--- src/rtl/gpe_pkg.sv ---
// Shared constants, codes and control types for the gait phase estimator.
`default_nettype none
package gpe_pkg;

   localparam int HISTORY_DEPTH = 4;

   localparam int TIME_W      = 32;
   localparam int GAIN_W      = 16;
   localparam int PCT_W       = 11;
   localparam int CSR_INDEX_W = 4;
   localparam int CSR_DATA_W  = 16;

   // Product register holds gain * time (16 x 32) or elapsed * 100.
   localparam int PROD_W     = GAIN_W + TIME_W;
   // Dividend covers elapsed * 100 (32 + 7 bits).
   localparam int DIV_W      = TIME_W + 7;
   localparam int DIVISOR_W  = TIME_W;
   localparam int DIV_CNT_W  = $clog2(DIV_W);

   localparam logic [CSR_INDEX_W-1:0] CSR_UPPER_GAIN = CSR_INDEX_W'(0);
   localparam logic [CSR_INDEX_W-1:0] CSR_LOWER_GAIN = CSR_INDEX_W'(1);

   // Request kinds.
   localparam logic KIND_TICK  = 1'b0;
   localparam logic KIND_CLEAR = 1'b1;

   localparam logic [GAIN_W-1:0] UPPER_GAIN_RESET = 16'd320;
   localparam logic [GAIN_W-1:0] LOWER_GAIN_RESET = 16'd192;

   localparam logic [6:0]       PCT_SCALE = 7'd100;
   localparam logic [PCT_W-1:0] PCT_MAX   = 11'd1000;
   localparam logic [PCT_W-1:0] PCT_NONE  = 11'h7FF;

   typedef struct packed {
      logic load_req;
      logic scan_start;
      logic scan_step;
      logic mul_hi;
      logic mul_lo;
      logic shift_hist;
      logic avg_mul;
      logic set_expected;
      logic pct_mul;
      logic div_pct;
      logic load_out;
   } cmd_type;

   typedef struct packed {
      logic needs_update;
      logic scan_last;
      logic hist_empty;
      logic win_ok;
      logic expected_zero;
      logic div_busy;
      logic out_free;
   } status_type;

endpackage
`default_nettype wire

--- src/rtl/gpe_req_if.sv ---
// Request channel: sample tick or clear command.
`default_nettype none
interface gpe_req_if;
   logic                          valid;
   logic                          ready;
   logic                          kind;
   logic                          heel_contact;
   logic                          toe_contact;
   logic [gpe_pkg::TIME_W-1:0]    time_ms;

   modport source (output valid, kind, heel_contact, toe_contact, time_ms, input ready);
   modport sink   (input valid, kind, heel_contact, toe_contact, time_ms, output ready);
endinterface
`default_nettype wire

--- src/rtl/gpe_rsp_if.sv ---
// Response channel: strike flag, gait percent and step estimate.
`default_nettype none
interface gpe_rsp_if;
   logic                               valid;
   logic                               ready;
   logic                               strike;
   logic signed [gpe_pkg::PCT_W-1:0]   gait_percent;
   logic [gpe_pkg::TIME_W-1:0]         step_estimate_ms;

   modport source (output valid, strike, gait_percent, step_estimate_ms, input ready);
   modport sink   (input valid, strike, gait_percent, step_estimate_ms, output ready);
endinterface
`default_nettype wire

--- src/rtl/gpe_csr_if.sv ---
// Configuration write channel: register index and write data.
`default_nettype none
interface gpe_csr_if;
   logic                              valid;
   logic                              ready;
   logic [gpe_pkg::CSR_INDEX_W-1:0]   index;
   logic [gpe_pkg::CSR_DATA_W-1:0]    data;

   modport source (output valid, index, data, input ready);
   modport sink   (input valid, index, data, output ready);
endinterface
`default_nettype wire

--- src/rtl/gpe_div.sv ---
// Restoring divider, one quotient bit per cycle.
`default_nettype none
module gpe_div (
   input  wire logic                             clock,
   input  wire logic                             reset,
   input  wire logic                             start,
   input  wire logic [gpe_pkg::DIV_W-1:0]        dividend,
   input  wire logic [gpe_pkg::DIVISOR_W-1:0]    divisor,
   output logic                                  busy,
   output logic [gpe_pkg::DIV_W-1:0]             quotient
);
   localparam int DW = gpe_pkg::DIV_W;
   localparam int SW = gpe_pkg::DIVISOR_W;

   logic [DW-1:0]                  quo_ff, quo_in;
   logic [SW-1:0]                  rem_ff, rem_in;
   logic [SW-1:0]                  dsr_ff, dsr_in;
   logic [gpe_pkg::DIV_CNT_W-1:0]  cnt_ff, cnt_in;
   logic                           busy_ff, busy_in;
   logic [SW:0]                    rem_sh;
   logic                           ge;

   always_comb begin
      rem_sh = {rem_ff, quo_ff[DW-1]};
      ge     = rem_sh >= {1'b0, dsr_ff};
      quo_in  = quo_ff;
      rem_in  = rem_ff;
      dsr_in  = dsr_ff;
      cnt_in  = cnt_ff;
      busy_in = busy_ff;
      if (start) begin
         quo_in  = dividend;
         rem_in  = '0;
         dsr_in  = divisor;
         cnt_in  = '0;
         busy_in = 1'b1;
      end else if (busy_ff) begin
         quo_in = {quo_ff[DW-2:0], ge};
         rem_in = ge ? SW'(rem_sh - {1'b0, dsr_ff}) : rem_sh[SW-1:0];
         cnt_in = cnt_ff + gpe_pkg::DIV_CNT_W'(1);
         if (cnt_ff == gpe_pkg::DIV_CNT_W'(DW - 1)) begin
            busy_in = 1'b0;
         end
      end
   end

   always_ff @(posedge clock) begin
      quo_ff <= quo_in;
      rem_ff <= rem_in;
      dsr_ff <= dsr_in;
      if (reset) begin
         cnt_ff  <= '0;
         busy_ff <= 1'b0;
      end else begin
         cnt_ff  <= cnt_in;
         busy_ff <= busy_in;
      end
   end

   assign busy     = busy_ff;
   assign quotient = quo_ff;
endmodule
`default_nettype wire

--- src/rtl/gpe_ctrl.sv ---
// Sequencing state machine of the gait phase estimator.
`default_nettype none
module gpe_ctrl (
   input  wire logic                  clock,
   input  wire logic                  reset,
   input  wire logic                  req_valid,
   output logic                       req_ready,
   input  wire gpe_pkg::status_type   status,
   output gpe_pkg::cmd_type           cmd
);
   typedef enum logic [10:0] {
      ST_IDLE   = 11'b000_0000_0001,
      ST_CHECK  = 11'b000_0000_0010,
      ST_SCAN   = 11'b000_0000_0100,
      ST_DECIDE = 11'b000_0000_1000,
      ST_MULLO  = 11'b000_0001_0000,
      ST_WIN    = 11'b000_0010_0000,
      ST_AVG    = 11'b000_0100_0000,
      ST_PCT    = 11'b000_1000_0000,
      ST_PSTART = 11'b001_0000_0000,
      ST_PWAIT  = 11'b010_0000_0000,
      ST_FINISH = 11'b100_0000_0000
   } state_type;

   state_type state_ff, state_in;

   always_comb begin
      state_in  = state_ff;
      cmd       = '0;
      req_ready = 1'b0;
      unique case (state_ff)
         ST_IDLE: begin
            req_ready = 1'b1;
            if (req_valid) begin
               cmd.load_req = 1'b1;
               state_in     = ST_CHECK;
            end
         end
         ST_CHECK: begin
            if (status.needs_update) begin
               cmd.scan_start = 1'b1;
               state_in       = ST_SCAN;
            end else begin
               state_in = ST_PCT;
            end
         end
         ST_SCAN: begin
            cmd.scan_step = 1'b1;
            if (status.scan_last) begin
               state_in = ST_DECIDE;
            end
         end
         ST_DECIDE: begin
            if (status.hist_empty) begin
               cmd.shift_hist = 1'b1;
               state_in       = ST_PCT;
            end else begin
               cmd.mul_hi = 1'b1;
               state_in   = ST_MULLO;
            end
         end
         ST_MULLO: begin
            cmd.mul_lo = 1'b1;
            state_in   = ST_WIN;
         end
         ST_WIN: begin
            if (status.win_ok) begin
               cmd.shift_hist = 1'b1;
               cmd.avg_mul    = 1'b1;
               state_in       = ST_AVG;
            end else begin
               state_in = ST_PCT;
            end
         end
         ST_AVG: begin
            cmd.set_expected = 1'b1;
            state_in         = ST_PCT;
         end
         ST_PCT: begin
            if (status.expected_zero) begin
               state_in = ST_FINISH;
            end else begin
               cmd.pct_mul = 1'b1;
               state_in    = ST_PSTART;
            end
         end
         ST_PSTART: begin
            cmd.div_pct = 1'b1;
            state_in    = ST_PWAIT;
         end
         ST_PWAIT: begin
            if (!status.div_busy) begin
               state_in = ST_FINISH;
            end
         end
         ST_FINISH: begin
            if (status.out_free) begin
               cmd.load_out = 1'b1;
               state_in     = ST_IDLE;
            end
         end
         default: begin
            state_in = ST_IDLE;
         end
      endcase
   end

   always_ff @(posedge clock) begin
      if (reset) begin
         state_ff <= ST_IDLE;
      end else begin
         state_ff <= state_in;
      end
   end
endmodule
`default_nettype wire

--- src/rtl/gpe_dp.sv ---
// Datapath: contact state, step history, window test, averaging and percent.
`default_nettype none
module gpe_dp #(
   parameter int HISTORY_DEPTH = gpe_pkg::HISTORY_DEPTH
) (
   input  wire logic                               clock,
   input  wire logic                               reset,
   input  wire gpe_pkg::cmd_type                   cmd,
   output gpe_pkg::status_type                     status,
   input  wire logic                               req_kind,
   input  wire logic                               req_heel_contact,
   input  wire logic                               req_toe_contact,
   input  wire logic [gpe_pkg::TIME_W-1:0]         req_time_ms,
   input  wire logic                               csr_we,
   input  wire logic [gpe_pkg::CSR_INDEX_W-1:0]    csr_index,
   input  wire logic [gpe_pkg::CSR_DATA_W-1:0]     csr_data,
   input  wire logic                               rsp_ready,
   output logic                                    rsp_valid,
   output logic                                    rsp_strike,
   output logic signed [gpe_pkg::PCT_W-1:0]        rsp_gait_percent,
   output logic [gpe_pkg::TIME_W-1:0]              rsp_step_estimate_ms
);
   localparam int TW    = gpe_pkg::TIME_W;
   localparam int IDX_W = $clog2(HISTORY_DEPTH);
   localparam int SUM_W = TW + $clog2(HISTORY_DEPTH);
   localparam int PW    = gpe_pkg::PROD_W;
   localparam int DW    = gpe_pkg::DIV_W;

   // Average as sum * ceil(2^AVG_SHIFT / depth) >> AVG_SHIFT; the rounding
   // error of the reciprocal stays below one quotient step for any sum. The
   // reciprocal is split in two 20-bit halves, one multiply per cycle.
   localparam int AVG_SHIFT   = SUM_W + $clog2(HISTORY_DEPTH);
   localparam int RECIP_SPLIT = 20;
   localparam int AVG_W       = SUM_W + RECIP_SPLIT + 1;
   localparam logic [63:0] RECIP =
      ((64'd1 << AVG_SHIFT) + 64'(HISTORY_DEPTH - 1)) / 64'(HISTORY_DEPTH);
   localparam logic [RECIP_SPLIT-1:0] RECIP_LO = RECIP[RECIP_SPLIT-1:0];
   localparam logic [RECIP_SPLIT-1:0] RECIP_HI = RECIP[2*RECIP_SPLIT-1:RECIP_SPLIT];

   logic [gpe_pkg::GAIN_W-1:0] upper_gain_ff, lower_gain_ff;
   logic                       heel_was_ff, toe_was_ff;
   logic [TW-1:0]              strike_time_ff, prior_time_ff, now_ff, expected_ff;
   logic                       hit_ff;
   logic [TW-1:0]              hist_ff [HISTORY_DEPTH];
   logic [IDX_W-1:0]           idx_ff;
   logic [TW-1:0]              hi_ff, lo_ff;
   logic                       empty_ff;
   logic [SUM_W-1:0]           sum_ff;
   logic [SUM_W-1:0]           avg_lo_ff;
   logic [PW-1:0]              prod_ff;
   logic                       ok_hi_ff;
   logic                       out_valid_ff, out_strike_ff;
   logic [gpe_pkg::PCT_W-1:0]  out_pct_ff;
   logic [TW-1:0]              out_est_ff;

   logic [TW-1:0]              step_t, elapsed, scan_v;
   logic [PW-1:0]              step_t256;
   logic                       hit_now;
   logic [AVG_W-1:0]           avg_lo_prod, avg_acc;
   logic                       div_start, div_busy;
   logic [DW-1:0]              div_dividend, div_quotient;
   logic [gpe_pkg::DIVISOR_W-1:0] div_divisor;
   logic [gpe_pkg::PCT_W-1:0]  pct_val;

   assign step_t    = strike_time_ff - prior_time_ff;
   assign step_t256 = PW'({step_t, 8'd0});
   assign elapsed   = now_ff - strike_time_ff;
   assign scan_v    = hist_ff[idx_ff];
   assign hit_now   = !heel_was_ff && !toe_was_ff && (req_heel_contact || req_toe_contact);

   assign avg_lo_prod = AVG_W'(sum_ff) * AVG_W'(RECIP_LO);
   assign avg_acc     = AVG_W'(sum_ff) * AVG_W'(RECIP_HI) + AVG_W'(avg_lo_ff);

   // Percent: elapsed * 100 over the estimate, one quotient bit per cycle.
   assign div_start    = cmd.div_pct;
   assign div_dividend = prod_ff[DW-1:0];
   assign div_divisor  = expected_ff;

   gpe_div u_div (
      .clock    (clock),
      .reset    (reset),
      .start    (div_start),
      .dividend (div_dividend),
      .divisor  (div_divisor),
      .busy     (div_busy),
      .quotient (div_quotient)
   );

   always_comb begin
      if (expected_ff == '0) begin
         pct_val = gpe_pkg::PCT_NONE;
      end else if (div_quotient > DW'(gpe_pkg::PCT_MAX)) begin
         pct_val = gpe_pkg::PCT_MAX;
      end else begin
         pct_val = div_quotient[gpe_pkg::PCT_W-1:0];
      end
   end

   always_comb begin
      status.needs_update  = hit_ff && (prior_time_ff != '0);
      status.scan_last     = idx_ff == IDX_W'(HISTORY_DEPTH - 1);
      status.hist_empty    = empty_ff;
      status.win_ok        = ok_hi_ff && (step_t256 >= prod_ff);
      status.expected_zero = expected_ff == '0;
      status.div_busy      = div_busy;
      status.out_free      = !out_valid_ff || rsp_ready;
   end

   // Control state: contact flags, strike times, history, estimate, gains.
   always_ff @(posedge clock) begin
      if (reset) begin
         upper_gain_ff  <= gpe_pkg::UPPER_GAIN_RESET;
         lower_gain_ff  <= gpe_pkg::LOWER_GAIN_RESET;
         heel_was_ff    <= 1'b1;
         toe_was_ff     <= 1'b1;
         strike_time_ff <= '0;
         prior_time_ff  <= '0;
         expected_ff    <= '0;
         hit_ff         <= 1'b0;
         out_valid_ff   <= 1'b0;
         for (int i = 0; i < HISTORY_DEPTH; i++) begin
            hist_ff[i] <= '0;
         end
      end else begin
         if (csr_we) begin
            if (csr_index == gpe_pkg::CSR_UPPER_GAIN) begin
               upper_gain_ff <= csr_data;
            end else if (csr_index == gpe_pkg::CSR_LOWER_GAIN) begin
               lower_gain_ff <= csr_data;
            end
         end
         if (cmd.load_req) begin
            if (req_kind == gpe_pkg::KIND_CLEAR) begin
               hit_ff <= 1'b0;
               for (int i = 0; i < HISTORY_DEPTH; i++) begin
                  hist_ff[i] <= '0;
               end
            end else begin
               hit_ff      <= hit_now;
               heel_was_ff <= req_heel_contact;
               toe_was_ff  <= req_toe_contact;
               if (hit_now) begin
                  prior_time_ff  <= strike_time_ff;
                  strike_time_ff <= req_time_ms;
               end
            end
         end
         if (cmd.shift_hist) begin
            hist_ff[0] <= step_t;
            for (int i = 1; i < HISTORY_DEPTH; i++) begin
               hist_ff[i] <= hist_ff[i-1];
            end
         end
         if (cmd.set_expected) begin
            expected_ff <= avg_acc[AVG_SHIFT-RECIP_SPLIT +: TW];
         end
         if (cmd.load_out) begin
            out_valid_ff <= 1'b1;
         end else if (rsp_ready) begin
            out_valid_ff <= 1'b0;
         end
      end
   end

   // Working registers of the scan, window test, average and output.
   always_ff @(posedge clock) begin
      if (cmd.load_req) begin
         now_ff <= req_time_ms;
      end
      if (cmd.scan_start) begin
         idx_ff   <= '0;
         hi_ff    <= '0;
         lo_ff    <= '1;
         empty_ff <= 1'b0;
         sum_ff   <= SUM_W'(step_t);
      end else if (cmd.scan_step) begin
         idx_ff <= idx_ff + IDX_W'(1);
         if (scan_v > hi_ff) begin
            hi_ff <= scan_v;
         end
         if (scan_v < lo_ff) begin
            lo_ff <= scan_v;
         end
         if (scan_v == '0) begin
            empty_ff <= 1'b1;
         end
         // Oldest entry drops out of the average.
         if (idx_ff != IDX_W'(HISTORY_DEPTH - 1)) begin
            sum_ff <= sum_ff + SUM_W'(scan_v);
         end
      end
      if (cmd.avg_mul) begin
         avg_lo_ff <= avg_lo_prod[RECIP_SPLIT +: SUM_W];
      end
      if (cmd.mul_hi) begin
         prod_ff <= PW'(upper_gain_ff) * PW'(hi_ff);
      end else if (cmd.mul_lo) begin
         ok_hi_ff <= step_t256 <= prod_ff;
         prod_ff  <= PW'(lower_gain_ff) * PW'(lo_ff);
      end else if (cmd.pct_mul) begin
         prod_ff <= PW'(elapsed) * PW'(gpe_pkg::PCT_SCALE);
      end
      if (cmd.load_out) begin
         out_strike_ff <= hit_ff;
         out_pct_ff    <= pct_val;
         out_est_ff    <= expected_ff;
      end
   end

   assign rsp_valid            = out_valid_ff;
   assign rsp_strike           = out_strike_ff;
   assign rsp_gait_percent     = out_pct_ff;
   assign rsp_step_estimate_ms = out_est_ff;
endmodule
`default_nettype wire

--- src/rtl/gait_phase_estimator.sv ---
// Top level of the gait phase estimator: controller, datapath and channel wiring.
//
// req_chan carries one request per sample tick (kind 0: heel and toe contact
// flags plus a wrapping millisecond time) or a history clear (kind 1).
// rsp_chan returns exactly one response per request: strike flag, gait percent
// (-1 while no step estimate exists, else saturated at 1000) and step estimate.
// csr_chan writes the Q8.8 window gains (index 0 upper, index 1 lower); it is
// always ready and drops writes to other indexes.
// One request is worked on at a time: req_chan.ready is high only while the
// sequencer is idle, which it enters in the cycle after the previous response
// is loaded. With no estimate the sequencer goes from the check through the
// percent state to loading the response; else the percent runs through a
// one-bit-per-cycle divider (39 steps) first. A strike with a previous strike
// adds the history scan: while the history fills the step is stored unchecked,
// else it goes through the window test and, if it passes, is stored and averaged.
// Reset (synchronous, active high) restores gains 320 and 192, clears history
// and estimate, and takes contacts as on, so the first tick never strikes.
// A waiting response sits in the output register; a new request is taken
// meanwhile, and the sequencer holds the next response until it is taken.
`default_nettype none
module gait_phase_estimator #(
   parameter int HISTORY_DEPTH = gpe_pkg::HISTORY_DEPTH
) (
   input  wire logic clock,
   input  wire logic reset,
   gpe_req_if.sink   req_chan,
   gpe_rsp_if.source rsp_chan,
   gpe_csr_if.sink   csr_chan
);
   gpe_pkg::cmd_type    cmd;
   gpe_pkg::status_type status;

   // Gains take any write at once.
   assign csr_chan.ready = 1'b1;

   gpe_ctrl u_ctrl (
      .clock     (clock),
      .reset     (reset),
      .req_valid (req_chan.valid),
      .req_ready (req_chan.ready),
      .status    (status),
      .cmd       (cmd)
   );

   gpe_dp #(
      .HISTORY_DEPTH (HISTORY_DEPTH)
   ) u_dp (
      .clock                (clock),
      .reset                (reset),
      .cmd                  (cmd),
      .status               (status),
      .req_kind             (req_chan.kind),
      .req_heel_contact     (req_chan.heel_contact),
      .req_toe_contact      (req_chan.toe_contact),
      .req_time_ms          (req_chan.time_ms),
      .csr_we               (csr_chan.valid),
      .csr_index            (csr_chan.index),
      .csr_data             (csr_chan.data),
      .rsp_ready            (rsp_chan.ready),
      .rsp_valid            (rsp_chan.valid),
      .rsp_strike           (rsp_chan.strike),
      .rsp_gait_percent     (rsp_chan.gait_percent),
      .rsp_step_estimate_ms (rsp_chan.step_estimate_ms)
   );
endmodule
`default_nettype wire
--- src/flat_wrapper.sv ---
// flat-port wrapper written by rule: the top's interface ports become plain ports
module gait_phase_estimator_flat 
#(
   parameter int HISTORY_DEPTH = gpe_pkg::HISTORY_DEPTH
)
  (clock, reset, req_chan_valid, req_chan_kind, req_chan_heel_contact, req_chan_toe_contact, req_chan_time_ms, req_chan_ready, rsp_chan_valid, rsp_chan_strike, rsp_chan_gait_percent, rsp_chan_step_estimate_ms, rsp_chan_ready, csr_chan_valid, csr_chan_index, csr_chan_data, csr_chan_ready);
  gpe_req_if req_chan_i ();
  gpe_rsp_if rsp_chan_i ();
  gpe_csr_if csr_chan_i ();
  input  wire logic clock;
  input  wire logic reset;
  input wire logic [$bits(req_chan_i.valid)-1:0] req_chan_valid;
  input wire logic [$bits(req_chan_i.kind)-1:0] req_chan_kind;
  input wire logic [$bits(req_chan_i.heel_contact)-1:0] req_chan_heel_contact;
  input wire logic [$bits(req_chan_i.toe_contact)-1:0] req_chan_toe_contact;
  input wire logic [$bits(req_chan_i.time_ms)-1:0] req_chan_time_ms;
  output wire logic [$bits(req_chan_i.ready)-1:0] req_chan_ready;
  output wire logic [$bits(rsp_chan_i.valid)-1:0] rsp_chan_valid;
  output wire logic [$bits(rsp_chan_i.strike)-1:0] rsp_chan_strike;
  output wire logic [$bits(rsp_chan_i.gait_percent)-1:0] rsp_chan_gait_percent;
  output wire logic [$bits(rsp_chan_i.step_estimate_ms)-1:0] rsp_chan_step_estimate_ms;
  input wire logic [$bits(rsp_chan_i.ready)-1:0] rsp_chan_ready;
  input wire logic [$bits(csr_chan_i.valid)-1:0] csr_chan_valid;
  input wire logic [$bits(csr_chan_i.index)-1:0] csr_chan_index;
  input wire logic [$bits(csr_chan_i.data)-1:0] csr_chan_data;
  output wire logic [$bits(csr_chan_i.ready)-1:0] csr_chan_ready;
  assign req_chan_i.valid = req_chan_valid;
  assign req_chan_i.kind = req_chan_kind;
  assign req_chan_i.heel_contact = req_chan_heel_contact;
  assign req_chan_i.toe_contact = req_chan_toe_contact;
  assign req_chan_i.time_ms = req_chan_time_ms;
  assign req_chan_ready = req_chan_i.ready;
  assign rsp_chan_valid = rsp_chan_i.valid;
  assign rsp_chan_strike = rsp_chan_i.strike;
  assign rsp_chan_gait_percent = rsp_chan_i.gait_percent;
  assign rsp_chan_step_estimate_ms = rsp_chan_i.step_estimate_ms;
  assign rsp_chan_i.ready = rsp_chan_ready;
  assign csr_chan_i.valid = csr_chan_valid;
  assign csr_chan_i.index = csr_chan_index;
  assign csr_chan_i.data = csr_chan_data;
  assign csr_chan_ready = csr_chan_i.ready;
  gait_phase_estimator #(.HISTORY_DEPTH(HISTORY_DEPTH)) u_core (.clock(clock), .reset(reset), .req_chan(req_chan_i), .rsp_chan(rsp_chan_i), .csr_chan(csr_chan_i));
endmodule
--- config.mk ---
export PLATFORM = sky130hd
export DESIGN_NAME = gait_phase_estimator_flat
export DESIGN_NICKNAME = d
export VERILOG_FILES = /design/src/rtl/gpe_pkg.sv /design/src/rtl/gpe_req_if.sv /design/src/rtl/gpe_rsp_if.sv /design/src/rtl/gpe_csr_if.sv /design/src/rtl/gpe_div.sv /design/src/rtl/gpe_ctrl.sv /design/src/rtl/gpe_dp.sv /design/src/rtl/gait_phase_estimator.sv /design/src/flat_wrapper.sv
export SDC_FILE = /design/constraint.sdc
export NUM_CORES = 2
export LEC_CHECK = 0
export ABC_AREA = 0
export BUFFER_PORTS_ARGS = -buffer_cell sky130_fd_sc_hd__buf_2
export CAP_MARGIN = 30
export CELL_PAD_IN_SITES_DETAIL_PLACEMENT = 0
export CELL_PAD_IN_SITES_GLOBAL_PLACEMENT = 1
export CORE_ASPECT_RATIO = 0.5
export CORE_UTILIZATION = 35
export CTS_CLUSTER_DIAMETER = 60
export CTS_CLUSTER_SIZE = 14
export DETAILED_ROUTE_END_ITERATION = 12
export PLACE_DENSITY_LB_ADDON = 0.1
export SLEW_MARGIN = 20
export SYNTH_ARGS = -nofsm -noshare
export SYNTH_HDL_FRONTEND = slang
export SYNTH_SLANG_ARGS = --single-unit
--- constraint.sdc ---
create_clock -name clock -period 7.6 [get_ports clock]
set_input_delay 1.52 -clock clock [delete_from_list [all_inputs] [get_ports clock]]
set_output_delay 1.52 -clock clock [all_outputs]
set_load 0.01 [all_outputs]
# Word-level counts from Yosys, hierarchy flattened
# Memories as Yosys holds them, arrays and structs flattened. A register that Yosys moved wholly into a read port is not among the register bits.
# Cells that the tools add are included.
# W data, S select, Z words.
[word_totals]
ramBits = 128
register_bits = 479
in_bits = 60
memories = 1
output_inout_bits = 47
[mem_list]
columns = ["name", "depth", "word_bits", "rd", "rd_ports_with_merged_regs", "write_ports", "line", "text"]
rows = [
  ["u_core.u_dp.hist_ff", 4, 32, 4, 1, 4, "gpe_dp.sv:44", "logic [TW-1:0] hist_ff [HISTORY_DEPTH];"],
]
[op_classes]
order_cmp = 6
n_addsub = 6
reduce_logical = 31
n_mux = 62
eq_ne = 19
bitwise = 11
multipliers = 3
[ops]
columns = ["op", "n"]
rows = [
  ["$mux W32", 12],
  ["$mux W48", 3],
  ["$pmux W11 S11", 1],
  ["$mul A16 B32 Y48", 2],
  ["$sub A32 B32 Y32", 3],
  ["$mux W39", 2],
  ["$mux W11", 6],
  ["$logic_not A32 Y1", 2],
  ["$ge A40 B48 Y1", 1],
  ["$le A40 B48 Y1", 1],
  ["$gt A39 B10 Y1 const B", 1],
  ["$mul A32 B5 Y37 const B", 1],
  ["$add A34 B32 Y34", 1],
  ["$ge A33 B32 Y1", 1],
  ["$gt A32 B32 Y1", 1],
  ["$lt A32 B32 Y1", 1],
  ["$reduce_bool A32 Y1", 1],
  ["$mux W1", 31],
  ["$mux W8", 3],
  ["$reduce_and A2 Y1", 8],
  ["$eq A11 B1 Y1 const B", 1],
  ["$eq A11 B10 Y1 const B", 1],
  ["$eq A11 B11 Y1 const B", 1],
  ["$eq A11 B2 Y1 const B", 1],
  ["other kinds (27)", 52],
]

# Longest topological paths before layout
[logic_depth]
ltp_word = 9
mapped_depth = 29
ltp_nobuf = 29

# Cells and area by module
# From an unflattened synthesis, not the netlist that was laid out.
[unflattened]
cells_unflattened = 7505
hier_area_um2 = 68514.5
[modules_own_cells]
columns = ["mod", "cells_each", "area_each_um2", "instances", "seq_area_each_um2"]
rows = [
  ["gpe_dp", 6830, 61495.2, 1, 12301.8],
  ["gpe_div", 573, 6187.2, 1, 2912.8],
  ["gpe_ctrl", 100, 820.8, 1, 220.2],
  ["gait_phase_estimator", 2, 11.3, 1, 0.0],
]

# Least setup slack after synthesis
# No wires, ideal clock.
[synth_path]
path_kind = "reg-to-reg"
start = "register u_core.u_dp.hi_ff[12]"
end = "register u_core.u_dp.prod_ff[47], data pin"
path_buffers = 3
setup_ns = 0.263
required_time_ns = 7.337
slack_ns = 0.912
arrival_time_ns = 6.425
period_less_slack_ns = 6.688
path_stages_with_launch = 27
cell_sequence = "dfxtp_1 -> clkbuf_1 -> clkbuf_1 -> nand2_1 -> fa_1 -> inv_1 -> fa_1 -> inv_1 -> fa_1 -> inv_1 -> fa_1 -> fa_1 -> inv_1 -> fa_1 -> inv_1 -> ha_1 -> clkbuf_2 -> and4_1 -> and2_1 -> nand4_1 -> a31oi_1 -> nand4_1 -> a21oi_1 -> o31ai_2 -> a211oi_1 -> nor3_1 -> a2111o_1"
[synth_between]
elab_chain_cells = 2
[synth_rtl]
columns = ["element", "line", "text"]
rows = [
  ["from (decl)", "gpe_dp.sv:46", "logic [TW-1:0] hi_ff, lo_ff;"],
  ["from (signal assigned)", "gpe_dp.sv:179", "hi_ff <= scan_v;"],
  ["$mul A16 B32 Y48", "gpe_dp.sv:196", "prod_ff <= PW'(upper_gain_ff) * PW'(hi_ff);"],
  ["$mux W48", "gpe_dp.sv:195", "if (cmd.mul_hi) begin"],
  ["to (signal assigned)", "gpe_dp.sv:196", ""],
  ["to (signal assigned)", "gpe_dp.sv:199", "prod_ff <= PW'(lower_gain_ff) * PW'(lo_ff);"],
  ["to (signal assigned)", "gpe_dp.sv:201", "prod_ff <= PW'(elapsed) * PW'(gpe_pkg::PCT_SCALE);"],
  ["to (decl)", "gpe_dp.sv:50", "logic [PW-1:0] prod_ff;"],
]
# No other way between the ends.
# A chain may end at the register's enable or synchronous reset.

# Worst setup path in the final report
[layout_path]
start = "register u_core.u_dp.hi_ff[5]"
end = "register u_core.u_dp.prod_ff[47], data pin"
# The elaborated chain is that of the path after synthesis.

==> metrics <==
FF+latch count, synth=609; number of global-route vias before repair=53500; placed cells=10200; CORE AREA=194000 sq um; initial core utilization=35.4%; crit start category=register; Max VDD drop=0.210 mV; total iterations of the first detailed-routing run=5; Reg clk slew, reported paths=0.07 ns; Pint=6.55 mW; WP buf/inv=5; Die Ht=315 um; sw frac=37.0%; htree depth=2; fraction of the yosys area taken by sequential cells=22.5%; Top Family by Delay on Critical Path=adder cells; Worst-Margin Slew=1.11 ns; I/O Pins=107; CTS tree=yes; Final GP Congestion=0.909; routed vias/inst=5.09; WP data required=8.07 ns; minimum clock period=7.29 ns; Main synth FF type=edfxtp_1; Max-slew headroom=25.1%; Synth Area per Inst=8.99 sq um; net switching power=3.85 mW; Max Cap Violations=0; CP Cell Sequence=buf_4 -> and2_1 -> fa_1 -> inv_1 -> fa_1 -> fa_1 -> fa_1 -> inv_1 -> fa_1 -> inv_1 -> fa_1 -> inv_1 -> ha_1 -> nand2_1 -> o21ai_0 -> a221oi_1 -> a31oi_2 -> nand4_1 -> a21oi_2 -> o31ai_2 -> a211oi_1 -> nor3_1 -> a2111o_1; CP max stage cell=fa_1; Hold-fix buffers, CTS=0; post-route insts no fill=10300; Worst Path Arrival=7.75 ns; crit-path most repeated cell=fa_1; final hold violation count=0; TritonCTS buffer count=61; row cnt=114; clock latency on the worst-skew pair=0.75 ns; pwr dens=138 nW/um^2; worst min path class=reg2reg; nets=9164; sequential power share=35.5%; Power Total=10.4 mW; root buf cell=clkbuf_16; Pleak=34.4 nW; DR WL/cell=22.3 um; largest net degree at the start of global routing=82; Critical Path Fanout Max=10; mapped cell area=68600 sq um; fmax=137 MHz; Worst Setup End Kind=register; clock share of power=30.6%; Total Routing Usage GR=23.5%; Area growth syn-to-layout=9.87%; DRT Wirelength=231000 um; count of different cell masters after synthesis=99; CP peak stage delay=0.56 ns; Setup TNS=0 ns; Mapped Cells=7626; EDFF count, synth=324; grt ovf=0; Final period util=95.9%; Comb power frac=33.9%; # DRC=0; net count after synthesis=9117; Die X=628 um; DP Wirelength=185000 um; worst-case clock buffer depth=3; Synthesis Warnings=0; layout cell share with drive strength beyond 1=7.40%; post-route ant nets=0; via count=52600; first-pass GRT wire length=351000 um; Final Skew=0.0565 ns; status=finished clean; RSZ-0062 raised after global routing=no; port bufs=105; asr flop ratio synth=0%; Slew Viols, Final=0; drt initial violations=4180; antenna violations before repair=21; full die area=198000 sq um; critical path class=reg2reg; # clock sinks=609; endpoints failing setup=0
## power groups by stage
stage | Clock (mW) | Sequential, mW | Combinational [mW]
final | 3.19 | 3.69 | 3.53
after global routing | 3.39 | 3.69 | 3.87
after CTS | 3.27 | 3.69 | 3.49
after detailed placement | 0 | 3.76 | 3.47
after global placement | 0 | 3.76 | 3.49
after floorplan | 0 | 3.74 | 2.24
## flip-flops by register name, summed over array words and instances, names as in the netlist, 2 cells and up, named ones only
register	cells
u_core.u_dp.hist_ff	128
u_core.u_dp.prod_ff	48
u_core.u_dp.u_div.quotient	39
u_core.u_dp.sum_ff	34
u_core.u_dp.div_divisor	32
u_core.u_dp.hi_ff	32
u_core.u_dp.lo_ff	32
u_core.u_dp.now_ff	32
u_core.u_dp.prior_time_ff	32
u_core.u_dp.rsp_step_estimate_ms	32
u_core.u_dp.strike_time_ff	32
u_core.u_dp.u_div.dsr_ff	32
u_core.u_dp.u_div.rem_ff	32
u_core.u_dp.lower_gain_ff	16
u_core.u_dp.upper_gain_ff	16
u_core.u_ctrl.state_ff	11
u_core.u_dp.rsp_gait_percent	11
u_core.u_dp.u_div.cnt_ff	6
u_core.u_dp.idx_ff	2
## synthesized netlist by cell type (61+ instances only)
master | instances | area (sq um)
a21o_1 | 152 | 1140
o21ai_0 | 220 | 1100
nor3_1 | 61 | 305
xnor2_1 | 130 | 1140
nand2_1 | 1181 | 4430
fa_1 | 867 | 17400
nor4_1 | 63 | 394
nand3_1 | 65 | 325
xor2_1 | 93 | 815
clkbuf_1 | 336 | 1260
a21oi_1 | 395 | 1980
dfxtp_1 | 285 | 5710
mux2i_1 | 102 | 1020
and2_1 | 464 | 2900
edfxtp_1 | 324 | 9730
inv_1 | 1341 | 5030
ha_1 | 564 | 7060
nor2_1 | 254 | 953
## cell type report
| type | count | area [sq um] |
|---|---|---|
| Fill cell | 19900 | 119000 |
| Sequential cell | 609 | 15500 |
| Tap cell | 2610 | 3270 |
| Clock inverter | 25 | 337 |
| Clock buffer | 91 | 1680 |
| Inverter | 1343 | 5040 |
| Antenna cell | 3 | 7.51 |
| Multi-Input combinational cell | 5300 | 46800 |
| Timing Repair Buffer | 358 | 2790 |
## per-layer routing
layer | global-route usage (%) | share of wire (%)
met1 | 37.1 | 52
met2 | 34.3 | 41
met3 | 3.57 | 5.8
met4 | 3.27 | 1.3
met5 | 0 | 0
## cells by family (layout without fill, tap and decap cells)
group,Yosys count,count (layout),share of synthesized area (%)
compound gates,1163,1163,10.8
flops,609,609,22.5
xor+xnor,223,223,2.85
mux,138,138,2.61
simple gates,2344,2344,16.1
other cells,1,4,0.00547
buf+inv,1717,1817,9.52
fa+ha+maj,1431,1431,35.6
## worst min-delay path: cells and delay by family (launching register included)
| family | cells | cell delay [ns] |
|---|---|---|
| AND/OR/NAND/NOR | 1 | 0.05 |
| AO/OA/AOI/OAI | 1 | 0.05 |
| flip-flops | 1 | 0.31 |
## placed cells by master (no fill, tap or decap), types with 63 or more instances in the layout
| cell type | n |
|---|---|
| and2_1 | 464 |
| xor2_1 | 92 |
| mux2i_1 | 102 |
| a21oi_1 | 393 |
| o21ai_0 | 219 |
| buf_4 | 219 |
| fa_1 | 867 |
| ha_1 | 564 |
| nor2_1 | 254 |
| nand3_1 | 64 |
| clkbuf_16 | 63 |
| nand2_1 | 1180 |
| inv_1 | 1341 |
| buf_2 | 106 |
| edfxtp_1 | 324 |
| a21o_1 | 152 |
| xnor2_1 | 127 |
| dfxtp_1 | 270 |
## worst paths after layout
kind                                              from                                        end  slack (ns)  cells after the start
max                  u_core.u_dp.hi_ff[5]$_SDFFE_PP0P_          u_core.u_dp.prod_ff[47]$_DFFE_PP_        0.31                     23
max reg2reg          u_core.u_dp.hi_ff[5]$_SDFFE_PP0P_          u_core.u_dp.prod_ff[47]$_DFFE_PP_        0.31                     23
min          u_core.u_dp.upper_gain_ff[4]$_SDFFE_PP0P_  u_core.u_dp.upper_gain_ff[4]$_SDFFE_PP0P_        0.46                      2
min reg2reg  u_core.u_dp.upper_gain_ff[4]$_SDFFE_PP0P_  u_core.u_dp.upper_gain_ff[4]$_SDFFE_PP0P_        0.46                      2
## repair_timing
action / in CTS / in global routing
gates resized for setup: 0 / 23
buffers inserted: 0 / 0
setup endpoints to repair: 0 / 11
## through the flow
step	setup WS, ns	hold WS, ns	cell area (sq um)	utilization (%)
after floorplan	0.912	0.424	68600	-
after global placement	0.231	0.448	73100	37.7
after detailed placement	0.176	0.455	73200	37.7
after CTS	0.151	0.462	75200	38.8
after global routing	0.0122	0.478	75300	38.9
final	0.315	0.462	75300	38.9
Note: power is estimated with default switching activity, not from simulation.
